===== config.mk =====
export PLATFORM = sky130hd
export DESIGN_NAME = preemptive_key_scheduler
export DESIGN_NICKNAME = d
export VERILOG_FILES = /design/src/pks_pkg.sv /design/src/pks_ctrl.sv /design/src/pks_dp.sv /design/src/preemptive_key_scheduler.sv
export SDC_FILE = /design/constraint.sdc
export NUM_CORES = 2
export LEC_CHECK = 0
export ABC_AREA = 0
export BUFFER_PORTS_ARGS = -buffer_cell sky130_fd_sc_hd__buf_2
export CAP_MARGIN = 5
export CORE_UTILIZATION = 40
export CTS_BUF_LIST = sky130_fd_sc_hd__clkbuf_8
export DETAILED_ROUTE_END_ITERATION = 12
export GPL_ROUTABILITY_DRIVEN = 0
export PLACE_DENSITY = 0.54
export REMOVE_ABC_BUFFERS = 1
export SLEW_MARGIN = 20
export SYNTH_ARGS = -nofsm -noshare
export SYNTH_HDL_FRONTEND = slang
export SYNTH_HIERARCHICAL = 1
export SYNTH_SLANG_ARGS = --single-unit

===== constraint.sdc =====
create_clock -name clk -period 11.63 [get_ports clk]
set_input_delay 2.326 -clock clk [delete_from_list [all_inputs] [get_ports clk]]
set_output_delay 2.326 -clock clk [all_outputs]
set_load 0.01 [all_outputs]

===== src/pks_pkg.sv =====
// Shared types, widths and codes for the preemptive key scheduler.
// No dependencies; every other file imports this package.
package pks_pkg;

    // Table size and tick counter width
    localparam int SLOT_COUNT = 16;
    localparam int TIME_WIDTH = 16;
    localparam int SLOT_W     = $clog2(SLOT_COUNT);

    // Field widths fixed by the item formats
    localparam int ID_W     = 8;
    localparam int PRIO_W   = 8;
    localparam int DUR_W    = 16;
    localparam int KEY_W    = 16;
    localparam int ACTION_W = 2;
    localparam int POLICY_W = 2;
    localparam int USED_W   = 5;
    localparam int CMP_W    = (TIME_WIDTH > DUR_W) ? TIME_WIDTH : DUR_W;

    // Compare tree: first level reduces groups of four slots
    localparam int GROUP_SIZE = 4;
    localparam int GROUP_N    = (SLOT_COUNT + GROUP_SIZE - 1) / GROUP_SIZE;

    // Action codes
    localparam logic [ACTION_W-1:0] ACT_LOAD    = 2'd0;
    localparam logic [ACTION_W-1:0] ACT_TICK    = 2'd1;
    localparam logic [ACTION_W-1:0] ACT_RESTART = 2'd2;

    // Policy codes (any other value selects priority)
    localparam logic [POLICY_W-1:0] POL_ARRIVAL = 2'd0;
    localparam logic [POLICY_W-1:0] POL_BURST   = 2'd1;
    localparam logic [POLICY_W-1:0] POL_PRIO    = 2'd2;

    // Register map (index taken from paddr[2])
    localparam logic REG_POLICY = 1'b0;
    localparam logic REG_SLOTS  = 1'b1;
    localparam int   PADDR_W    = 3;

    typedef struct packed {
        logic [ACTION_W-1:0] action;
        logic [3:0]          slot;
        logic [ID_W-1:0]     proc_id;
        logic [PRIO_W-1:0]   prio;
        logic [DUR_W-1:0]    arrival;
        logic [DUR_W-1:0]    burst;
    } in_item_t;

    typedef struct packed {
        logic [15:0]     tick_time;
        logic [ID_W-1:0] run_id;
        logic            idle;
        logic            first_run;
        logic            finished;
        logic            all_done;
    } out_item_t;

    // Commands from the controller to the datapath
    typedef struct packed {
        logic load;
        logic restart;
        logic mark;
        logic sel_a;
        logic sel_b;
        logic commit;
    } dp_cmd_t;

    typedef enum logic [2:0] {
        ST_IDLE,
        ST_MARK,
        ST_SEL_A,
        ST_SEL_B,
        ST_COMMIT
    } ctrl_state_t;

endpackage


===== src/pks_ctrl.sv =====
// Controller state machine of the preemptive key scheduler.
// Depends on pks_pkg; drives the datapath through a dp_cmd_t bundle.
module pks_ctrl (
    input  logic                          clk,
    input  logic                          rst_n,
    input  logic                          item_valid,
    input  logic [pks_pkg::ACTION_W-1:0]  action,
    input  logic                          result_stall,
    output logic                          item_stall,
    output logic                          result_valid,
    output pks_pkg::dp_cmd_t              cmd
);
    import pks_pkg::*;

    ctrl_state_t state_reg;
    ctrl_state_t state_next;
    logic        result_valid_reg;
    logic        result_valid_next;
    logic        accept;

    // Hold state and result flag
    always_ff @(posedge clk or negedge rst_n)
    begin
        if (!rst_n)
        begin
            state_reg        <= ST_IDLE;
            result_valid_reg <= 1'b0;
        end
        else
        begin
            state_reg        <= state_next;
            result_valid_reg <= result_valid_next;
        end
    end

    // Sequence one transaction at a time; commit only into a free output slot
    always_comb
    begin
        state_next        = state_reg;
        cmd               = '0;
        item_stall        = (state_reg != ST_IDLE);
        accept            = item_valid && !item_stall;
        result_valid_next = result_valid_reg && result_stall;

        case (state_reg)
            ST_IDLE:
            begin
                if (accept)
                begin
                    case (action)
                        ACT_LOAD:    cmd.load = 1'b1;
                        ACT_RESTART: cmd.restart = 1'b1;
                        ACT_TICK:    state_next = ST_MARK;
                        default:     state_next = ST_IDLE;
                    endcase
                end
            end
            ST_MARK:
            begin
                cmd.mark   = 1'b1;
                state_next = ST_SEL_A;
            end
            ST_SEL_A:
            begin
                cmd.sel_a  = 1'b1;
                state_next = ST_SEL_B;
            end
            ST_SEL_B:
            begin
                cmd.sel_b  = 1'b1;
                state_next = ST_COMMIT;
            end
            ST_COMMIT:
            begin
                if (!result_valid_reg || !result_stall)
                begin
                    cmd.commit        = 1'b1;
                    result_valid_next = 1'b1;
                    state_next        = ST_IDLE;
                end
            end
            default:
            begin
                state_next = ST_IDLE;
            end
        endcase
    end

    assign result_valid = result_valid_reg;

endmodule


===== src/pks_dp.sv =====
// Datapath of the preemptive key scheduler: slot table, ready marks,
// two-level registered compare tree, tick counter and result register. Uses pks_pkg.
module pks_dp (
    input  logic                          clk,
    input  logic                          rst_n,
    input  pks_pkg::dp_cmd_t              cmd,
    input  pks_pkg::in_item_t             item,
    input  logic [pks_pkg::POLICY_W-1:0]  policy,
    input  logic [pks_pkg::USED_W-1:0]    slots_in_use,
    output pks_pkg::out_item_t            result
);
    import pks_pkg::*;

    // Slot table payload
    logic [ID_W-1:0]   id_reg      [SLOT_COUNT];
    logic [PRIO_W-1:0] prio_reg    [SLOT_COUNT];
    logic [DUR_W-1:0]  arrival_reg [SLOT_COUNT];
    logic [DUR_W-1:0]  burst_reg   [SLOT_COUNT];

    // Run state
    logic [DUR_W-1:0]      rem_reg    [SLOT_COUNT];
    logic [DUR_W-1:0]      rem_next   [SLOT_COUNT];
    logic [SLOT_COUNT-1:0] ready_reg;
    logic [SLOT_COUNT-1:0] ready_next;
    logic [TIME_WIDTH-1:0] tick_reg;
    logic [TIME_WIDTH-1:0] tick_next;

    // Compare tree
    logic              grp_valid_reg [GROUP_N];
    logic [SLOT_W-1:0] grp_idx_reg   [GROUP_N];
    logic [KEY_W-1:0]  grp_key_reg   [GROUP_N];
    logic              grp_valid     [GROUP_N];
    logic [SLOT_W-1:0] grp_idx       [GROUP_N];
    logic [KEY_W-1:0]  grp_key       [GROUP_N];
    logic              best_valid_reg;
    logic [SLOT_W-1:0] best_idx_reg;
    logic              best_valid;
    logic [SLOT_W-1:0] best_idx;
    logic [KEY_W-1:0]  best_key;

    out_item_t result_reg;
    out_item_t result_next;

    logic [SLOT_COUNT-1:0] in_use;
    logic [SLOT_COUNT-1:0] elig;
    logic [KEY_W-1:0]      slot_key [SLOT_COUNT];
    logic                  load_ok;
    logic [SLOT_W-1:0]     load_idx;
    logic [DUR_W-1:0]      rem_best;
    logic [DUR_W-1:0]      rem_dec;
    logic                  all_done;

    function automatic logic [KEY_W-1:0] key_of(
        input logic [POLICY_W-1:0] pol,
        input logic [DUR_W-1:0]    arr,
        input logic [DUR_W-1:0]    bur,
        input logic [PRIO_W-1:0]   pri
    );
        logic [KEY_W-1:0] k;
        case (pol)
            POL_ARRIVAL: k = KEY_W'(arr);
            POL_BURST:   k = KEY_W'(bur);
            default:     k = KEY_W'(pri);
        endcase
        return k;
    endfunction

    assign load_ok  = (32'(item.slot) < SLOT_COUNT);
    assign load_idx = SLOT_W'(item.slot);

    // Decode slots in use, eligibility and keys
    always_comb
    begin
        for (int i = 0; i < SLOT_COUNT; i++)
        begin
            in_use[i]   = (32'(i) < 32'(slots_in_use));
            elig[i]     = in_use[i] && ready_reg[i] && (rem_reg[i] != '0);
            slot_key[i] = key_of(policy, arrival_reg[i], burst_reg[i], prio_reg[i]);
        end
    end

    // First tree level: least key in each group, lowest index on ties
    always_comb
    begin
        for (int g = 0; g < GROUP_N; g++)
        begin
            grp_valid[g] = 1'b0;
            grp_idx[g]   = '0;
            grp_key[g]   = '0;
            for (int j = 0; j < GROUP_SIZE; j++)
            begin
                if ((g * GROUP_SIZE + j) < SLOT_COUNT)
                begin
                    if (elig[g * GROUP_SIZE + j] &&
                        (!grp_valid[g] || (slot_key[g * GROUP_SIZE + j] < grp_key[g])))
                    begin
                        grp_valid[g] = 1'b1;
                        grp_idx[g]   = SLOT_W'(g * GROUP_SIZE + j);
                        grp_key[g]   = slot_key[g * GROUP_SIZE + j];
                    end
                end
            end
        end
    end

    // Second tree level over the group winners
    always_comb
    begin
        best_valid = 1'b0;
        best_idx   = '0;
        best_key   = '0;
        for (int g = 0; g < GROUP_N; g++)
        begin
            if (grp_valid_reg[g] && (!best_valid || (grp_key_reg[g] < best_key)))
            begin
                best_valid = 1'b1;
                best_idx   = grp_idx_reg[g];
                best_key   = grp_key_reg[g];
            end
        end
    end

    // Dispatch the winner and check for remaining work
    assign rem_best = rem_reg[best_idx_reg];
    assign rem_dec  = rem_best - 1'b1;

    always_comb
    begin
        all_done = 1'b1;
        for (int i = 0; i < SLOT_COUNT; i++)
        begin
            if (in_use[i])
            begin
                if (best_valid_reg && (SLOT_W'(i) == best_idx_reg))
                begin
                    if (rem_dec != '0)
                        all_done = 1'b0;
                end
                else if (rem_reg[i] != '0)
                begin
                    all_done = 1'b0;
                end
            end
        end

        result_next.tick_time = 16'(tick_reg);
        result_next.run_id    = best_valid_reg ? id_reg[best_idx_reg] : '0;
        result_next.idle      = !best_valid_reg;
        result_next.first_run = best_valid_reg && (rem_best == burst_reg[best_idx_reg]);
        result_next.finished  = best_valid_reg && (rem_dec == '0);
        result_next.all_done  = all_done;
    end

    // Next run state: load, restart, arrival marking and dispatch
    always_comb
    begin
        rem_next   = rem_reg;
        ready_next = ready_reg;
        tick_next  = tick_reg;

        if (cmd.load && load_ok)
        begin
            rem_next[load_idx]   = item.burst;
            ready_next[load_idx] = 1'b0;
        end

        if (cmd.restart)
        begin
            for (int i = 0; i < SLOT_COUNT; i++)
                rem_next[i] = burst_reg[i];
            ready_next = '0;
            tick_next  = '0;
        end

        if (cmd.mark)
        begin
            for (int i = 0; i < SLOT_COUNT; i++)
            begin
                if (in_use[i] && (CMP_W'(arrival_reg[i]) == CMP_W'(tick_reg)))
                    ready_next[i] = 1'b1;
            end
        end

        if (cmd.commit)
        begin
            if (best_valid_reg)
                rem_next[best_idx_reg] = rem_dec;
            if (tick_reg != '1)
                tick_next = tick_reg + 1'b1;
        end
    end

    // Hold run state
    always_ff @(posedge clk or negedge rst_n)
    begin
        if (!rst_n)
        begin
            for (int i = 0; i < SLOT_COUNT; i++)
                rem_reg[i] <= '0;
            ready_reg <= '0;
            tick_reg  <= '0;
        end
        else
        begin
            rem_reg   <= rem_next;
            ready_reg <= ready_next;
            tick_reg  <= tick_next;
        end
    end

    // Write slot payload on a load
    always_ff @(posedge clk)
    begin
        if (cmd.load && load_ok)
        begin
            id_reg[load_idx]      <= item.proc_id;
            prio_reg[load_idx]    <= item.prio;
            arrival_reg[load_idx] <= item.arrival;
            burst_reg[load_idx]   <= item.burst;
        end
    end

    // Advance the compare tree and capture the result
    always_ff @(posedge clk)
    begin
        if (cmd.sel_a)
        begin
            grp_valid_reg <= grp_valid;
            grp_idx_reg   <= grp_idx;
            grp_key_reg   <= grp_key;
        end
        if (cmd.sel_b)
        begin
            best_valid_reg <= best_valid;
            best_idx_reg   <= best_idx;
        end
        if (cmd.commit)
            result_reg <= result_next;
    end

    assign result = result_reg;

endmodule


===== src/preemptive_key_scheduler.sv =====
// Preemptive key scheduler. A load or restart transaction is taken in the
// cycle in which it is accepted. A tick transaction then holds the input
// through the controller states MARK (mark arrivals), SEL_A and SEL_B (the
// two levels of the registered compare tree over the slots: groups of four,
// then the group winners) and COMMIT (commit the dispatch into the result
// register, which also sets result_valid). The next transaction can be
// accepted once the controller is back in idle; the commit waits in COMMIT
// only while a previous result is still stalled.
// No new transaction is accepted while a tick is in progress.
// Depends on pks_pkg, pks_ctrl and pks_dp.
module preemptive_key_scheduler (
    input  logic                         clk,
    input  logic                         rst_n,
    input  logic                         item_valid,
    output logic                         item_stall,
    input  pks_pkg::in_item_t            item,
    output logic                         result_valid,
    input  logic                         result_stall,
    output pks_pkg::out_item_t           result,
    input  logic                         psel,
    input  logic                         penable,
    input  logic                         pwrite,
    input  logic [pks_pkg::PADDR_W-1:0]  paddr,
    input  logic [31:0]                  pwdata,
    output logic [31:0]                  prdata,
    output logic                         pready
);
    import pks_pkg::*;

    logic [POLICY_W-1:0] policy_reg;
    logic [USED_W-1:0]   slots_reg;
    logic                cfg_write;
    dp_cmd_t             cmd;

    // Configuration registers
    assign pready    = 1'b1;
    assign cfg_write = psel && penable && pwrite && pready;

    always_ff @(posedge clk or negedge rst_n)
    begin
        if (!rst_n)
        begin
            policy_reg <= POL_BURST;
            slots_reg  <= '0;
        end
        else if (cfg_write)
        begin
            case (paddr[2])
                REG_POLICY: policy_reg <= pwdata[POLICY_W-1:0];
                REG_SLOTS:  slots_reg  <= pwdata[USED_W-1:0];
                default:    slots_reg  <= slots_reg;
            endcase
        end
    end

    always_comb
    begin
        case (paddr[2])
            REG_POLICY: prdata = 32'(policy_reg);
            REG_SLOTS:  prdata = 32'(slots_reg);
            default:    prdata = '0;
        endcase
    end

    pks_ctrl u_ctrl (
        .clk          (clk),
        .rst_n        (rst_n),
        .item_valid   (item_valid),
        .action       (item.action),
        .result_stall (result_stall),
        .item_stall   (item_stall),
        .result_valid (result_valid),
        .cmd          (cmd)
    );

    pks_dp u_dp (
        .clk          (clk),
        .rst_n        (rst_n),
        .cmd          (cmd),
        .item         (item),
        .policy       (policy_reg),
        .slots_in_use (slots_reg),
        .result       (result)
    );

    // An accepted tick blocks further transactions until it commits
    a_tick_busy: assert property (@(posedge clk) disable iff (!rst_n)
        (item_valid && !item_stall && (item.action == ACT_TICK)) |=> item_stall)
        else $error("tick accepted without entering its sequence");

    // A commit never overwrites a pending result
    a_no_overwrite: assert property (@(posedge clk) disable iff (!rst_n)
        cmd.commit |-> (!result_valid || !result_stall))
        else $error("commit over a stalled result");

    // A commit always presents a result next cycle
    a_commit_valid: assert property (@(posedge clk) disable iff (!rst_n)
        cmd.commit |=> result_valid)
        else $error("commit without result");

    // Table writes only happen from idle with the input open
    a_load_idle: assert property (@(posedge clk) disable iff (!rst_n)
        (cmd.load || cmd.restart) |-> (item_valid && !item_stall))
        else $error("table write outside an accepted transaction");

endmodule


==> results.rst <==
.. list-table::
   :header-rows: 1

   * - Metric
     - Value
   * - Minimum period implied by the final worst setup slack
     - 10130 ps
   * - Slew HR
     - 0.09242
   * - VDD IR max
     - 0.2018 mV
   * - Clock skew after layout
     - 83.16 ps
   * - Gate family responsible for the most delay along the worst path
     - compound AO/OA/AOI/OAI gates
   * - Post-synthesis async set-or-reset flop share
     - 0.2527
   * - Core Footprint
     - 163300 um2
   * - Post-synthesis instance area
     - 66100 um2
   * - Static leakage power
     - 28.52 nW
   * - Die width
     - 408.5 um
   * - Post-synth EDFFs
     - 880
   * - Hold violation total from the final report
     - 0
   * - Initial core utilization
     - 0.4047
   * - Worst hold endpoint
     - u_dp/ready_reg[0]$_DFF_PN0_
   * - Max Cap Viol
     - 0
   * - Die Y
     - ~410 um
   * - Type of origin of the critical path
     - register
   * - Total power of the final layout
     - 18.41 mW
   * - Post CTS Setup Buffer Count
     - 0
   * - Number of buffers inserted by hold repair at cts
     - 0
   * - Max Buffers Root-to-Sink
     - 3
   * - Sequential element share of the synthesized area
     - 0.5142
   * - Worst hold margin
     - 518.6 ps
   * - Arrival time of data at the critical path endpoint
     - 10910 ps
   * - Sequential share of power
     - 0.335
   * - Distinct cell type count after synthesis
     - 89
   * - RR Startpoint
     - policy_reg[0]$_DFFE_PN1P_
   * - Wire length of the first global-routing pass
     - 374900 um
   * - Setup Crit Path Kind
     - reg -> reg
   * - Master cell of the clock root buffer
     - sky130_fd_sc_hd__clkbuf_8
   * - Data required time of the worst path
     - 12420 ps
   * - Number of placed instances, taps included
     - 7833
   * - Worst min-delay path startpoint
     - u_dp/ready_reg[0]$_DFF_PN0_
   * - Clock tree from TritonCTS
     - built
   * - Initial antenna violation count
     - 27
   * - Number of search-and-repair iterations in the first detailed-routing pass
     - 7
   * - Portion of total power attributed to combinational logic
     - 0.451
   * - Final Max Tran Viols
     - 0
   * - Top fanout value on the critical path
     - 36
   * - Fillcell total
     - approximately 15k
   * - Result of the run
     - complete, no violations
   * - Net switching power
     - about 8 mW
   * - Final core utilization
     - 0.4507
   * - Per-instance average area after synthesis
     - 11.47 um2
   * - Crit path capture type
     - register
   * - Maximum number of pins on one net before global-route repair
     - around 160
   * - Number of instances in the synthesized netlist
     - 5761
   * - Average wire per standard cell
     - 33.17 um
   * - Post-cts resize count
     - 0
   * - Highest cell delay on the worst timing path
     - between 1000 and 1500 ps
   * - Post-route DRC
     - 0
   * - Worst setup slack for register-to-register paths
     - 1500 ps
   * - Share of cells above drive strength 1
     - 0.1441
   * - Number of buffers created by CTS
     - 207
   * - Finished Layout Cells
     - 8239
   * - Half-perimeter wire length after detailed placement
     - 198300 um
   * - R2R depth
     - 32
   * - YS warnings
     - 6
   * - Reg2Reg Capture Point
     - u_dp/grp_key_reg[21]$_DFFE_PP_
   * - Share of total power in the clock network
     - 0.214
   * - Area grow syn2layout
     - 11.36%
   * - Hold path cells
     - 2
   * - Die footprint
     - 166900 um2
   * - Maximum level of the CTS H-tree
     - 4
   * - Source-to-sink clock delay at the later pin of the worst-skew pair
     - 1000 ps
   * - DR vias/cell
     - 6.169
   * - Leading register cell type out of synthesis
     - sky130_fd_sc_hd__edfxtp_1
   * - # nets final
     - 6191
   * - Count of endpoints failing setup in the final report
     - 0
   * - Cell with the biggest individual delay on the critical path
     - sky130_fd_sc_hd__dfstp_4
   * - Internal power contribution
     - between 10 and 15 mW
   * - FP Rows
     - 148
   * - Cell mode on critical path
     - sky130_fd_sc_hd__buf_4
   * - Count of input and output buffers
     - around 100
   * - CTS clock-pin slew for the worst setup and hold paths
     - roughly 60 ps
   * - Part of the cycle the worst path needs
     - 0.8707
   * - Buffer and inverter count on the worst path
     - 5
   * - Min-Delay Path Class
     - reg -> reg
   * - Transition time of the tightest slew-check pin
     - 1349 ps
   * - Total global routing track utilization
     - 0.3219
   * - Setup total negative slack
     - 0 ps
   * - Fraction of power spent switching nets
     - 0.4366
   * - Clock net sink count
     - 1183
   * - Count of pins on the block boundary
     - approximately 160
   * - Number of DRC violations after detailed-routing iteration 0
     - about 7.1k
   * - Post-route ant nets
     - 0
   * - Detailed-route wire length
     - ~270000 um
   * - Areal power density over the cells
     - 250.1 nW/um2
   * - Max Fclk
     - 98.75 MHz
   * - Via count of the first global-routing pass
     - 48.40k
   * - Post-synthesis sequential element count
     - about 1.2k
   * - Routed via count
     - about 51k
   * - RSZ-0062 raised after global routing
     - false
   * - Sum of overflow across all layers after global routing
     - 0
==> kinds of logic after synthesis <==
group / synth area share
muxes: 0.1648
DFF: 0.5142
xor gates and xnor gates: 0.03829
buffers and inverters: 0.03418
AOI/OAI and AO/OA: 0.09956
adders and majority gates: 0.04316
other: 0.0001136
and+or+nand+nor: 0.1057
==> layout by cell type, fill, tap and decap left out, types with 13 or more instances in the layout <==
cell / Yosys / final
sky130_fd_sc_hd__xnor2_1: 75 / 67
sky130_fd_sc_hd__mux2_2: 39 / 39
sky130_fd_sc_hd__a21oi_1: 135 / 129
sky130_fd_sc_hd__dfrtp_1: 298 / 297
sky130_fd_sc_hd__nand4_1: 86 / 86
sky130_fd_sc_hd__a31oi_1: 16 / 16
sky130_fd_sc_hd__nor2_1: 238 / 228
sky130_fd_sc_hd__mux4_2: 186 / 186
sky130_fd_sc_hd__clkinv_2: 0 / 23
sky130_fd_sc_hd__edfxtp_1: 880 / 880
sky130_fd_sc_hd__o21a_1: 44 / 44
sky130_fd_sc_hd__and2_1: 20 / 20
sky130_fd_sc_hd__nor4_1: 118 / 115
sky130_fd_sc_hd__clkinv_1: 0 / 35
sky130_fd_sc_hd__nor3_1: 67 / 66
sky130_fd_sc_hd__conb_1: 2 / 28
sky130_fd_sc_hd__or2_2: 17 / 17
sky130_fd_sc_hd__and3_1: 22 / 22
sky130_fd_sc_hd__or3_1: 13 / 13
sky130_fd_sc_hd__mux2i_1: 602 / 602
sky130_fd_sc_hd__nand3b_1: 15 / 15
sky130_fd_sc_hd__xor2_1: 214 / 213
sky130_fd_sc_hd__nand2_1: 769 / 768
sky130_fd_sc_hd__buf_4: 30 / 165
sky130_fd_sc_hd__ha_1: 228 / 228
sky130_fd_sc_hd__a21o_1: 105 / 105
sky130_fd_sc_hd__inv_1: 137 / 212
sky130_fd_sc_hd__o21ai_0: 613 / 613
sky130_fd_sc_hd__nand3_1: 72 / 71
sky130_fd_sc_hd__nor2b_1: 27 / 24
sky130_fd_sc_hd__nand2b_1: 28 / 28
sky130_fd_sc_hd__a22oi_1: 14 / 14
sky130_fd_sc_hd__buf_2: 19 / 100
sky130_fd_sc_hd__clkbuf_8: 1 / 228
sky130_fd_sc_hd__o21ai_1: 113 / 111
==> synth_stat cells (9+ instances only) <==
library cell	instances	area, um2
sky130_fd_sc_hd__xnor2_1	75	656.9
sky130_fd_sc_hd__mux2i_1	602	6026
sky130_fd_sc_hd__clkbuf_1	286	1074
sky130_fd_sc_hd__nor3_1	67	335.3
sky130_fd_sc_hd__a21o_1	105	788.3
sky130_fd_sc_hd__dfrtp_1	298	7457
sky130_fd_sc_hd__nand2b_1	28	175.2
sky130_fd_sc_hd__edfxtp_1	880	26430
sky130_fd_sc_hd__nand4_1	86	538.0
sky130_fd_sc_hd__ha_1	228	2853
sky130_fd_sc_hd__nand2_1	769	2887
sky130_fd_sc_hd__a21oi_1	135	675.7
sky130_fd_sc_hd__and2_1	20	125.1
sky130_fd_sc_hd__o21ai_1	113	565.5
sky130_fd_sc_hd__o22ai_1	10	62.56
sky130_fd_sc_hd__or3_1	13	81.33
sky130_fd_sc_hd__and3_1	22	137.6
sky130_fd_sc_hd__or2_2	17	106.4
sky130_fd_sc_hd__mux2_1	10	112.6
sky130_fd_sc_hd__nor2_1	238	893.4
sky130_fd_sc_hd__o21a_1	44	330.3
sky130_fd_sc_hd__a31oi_1	16	100.1
sky130_fd_sc_hd__mux4_2	186	4189
sky130_fd_sc_hd__nand3_1	72	360.4
sky130_fd_sc_hd__nand3b_1	15	112.6
sky130_fd_sc_hd__o211ai_1	9	67.56
sky130_fd_sc_hd__buf_1	62	232.7
sky130_fd_sc_hd__a22oi_1	14	105.1
sky130_fd_sc_hd__inv_1	137	514.2
sky130_fd_sc_hd__nor4_1	118	738.2
sky130_fd_sc_hd__mux2_2	39	439.2
sky130_fd_sc_hd__buf_4	30	225.2
sky130_fd_sc_hd__buf_2	19	95.09
sky130_fd_sc_hd__xor2_1	214	1874
sky130_fd_sc_hd__nor2b_1	27	168.9
sky130_fd_sc_hd__o21ai_0	613	3068
==> metal layers <==
| layer | global-route usage | routed length [um] |
|---|---|---|
| met1 | 0.4209 | 106100 |
| met5 | 0 | 80 |
| met4 | 0.1846 | 18100 |
| met2 | 0.4778 | 118300 |
| met3 | 0.09052 | 30670 |
==> how the worst max path moves through the flow <==
stage	from	end	depth (start not counted)
floorplan	item_valid	u_dp/tick_reg[5]$_DFF_PN0_	5
global placement	u_dp/rem_reg[179]$_DFF_PN0_	u_dp/grp_key_reg[33]$_DFFE_PP_	35
detailed placement	u_dp/grp_valid_reg[3]$_SDFFCE_PP1P_	register	27
CTS	u_dp/grp_valid_reg[3]$_SDFFCE_PP1P_	register	27
global route	u_dp/rem_reg[179]$_DFF_PN0_	u_dp/grp_key_reg[37]$_DFFE_PP_	34
finish	policy_reg[0]$_DFFE_PN1P_	u_dp/grp_key_reg[21]$_DFFE_PP_	32
==> power groups by stage <==
stage | Clock [mW] | Combinational, mW | Sequential (mW)
floorplan | 0 | 4.81 | 6.10
global placement | 0 | 7.88 | 6.17
CTS | 4.00 | 8.05 | 6.10
global route | 4.18 | 8.75 | 6.19
detailed placement | 0 | 8.00 | 6.18
finish | 3.95 | 8.30 | 6.16
==> cell type report <==
| class | count | area, um2 | area share |
|---|---|---|---|
| Multi-Input combinational cell | 4062 | 30210 | 0.4103 |
| Inverter | 137 | 514.2 | 0.006986 |
| Sequential cell | 1183 | 34010 | 0.4619 |
| Clock inverter | 167 | 1057 | 0.01436 |
| Antenna cell | 11 | 27.53 | 0.0003739 |
| Timing Repair Buffer | 276 | 1946 | 0.02643 |
| Clock buffer | 228 | 3138 | 0.04263 |
| Tap cell | 2175 | 2721 | 0.03697 |
==> worst register-to-register path, delay by kind of cell (launching register included) <==
family / cells / cell delay (ps)
AO/OA/AOI/OAI: 12 / 3750
adder cells (fa/ha/maj): 3 / 1010
buffers and inverters: 5 / 1570
flip-flops: 1 / 1080
multiplexers: 3 / 550
AND/OR/NAND/NOR: 9 / 1970
==> per-stage QoR <==
step,cell area [um2],setup slack [ps]
after global routing,73600,1330
after detailed placement,69380,1681
after floorplan,64460,-3409
final,73620,1504
after global placement,69360,1774
after CTS,73580,1643
No activity file was read; power rests on OpenSTA's default activity.
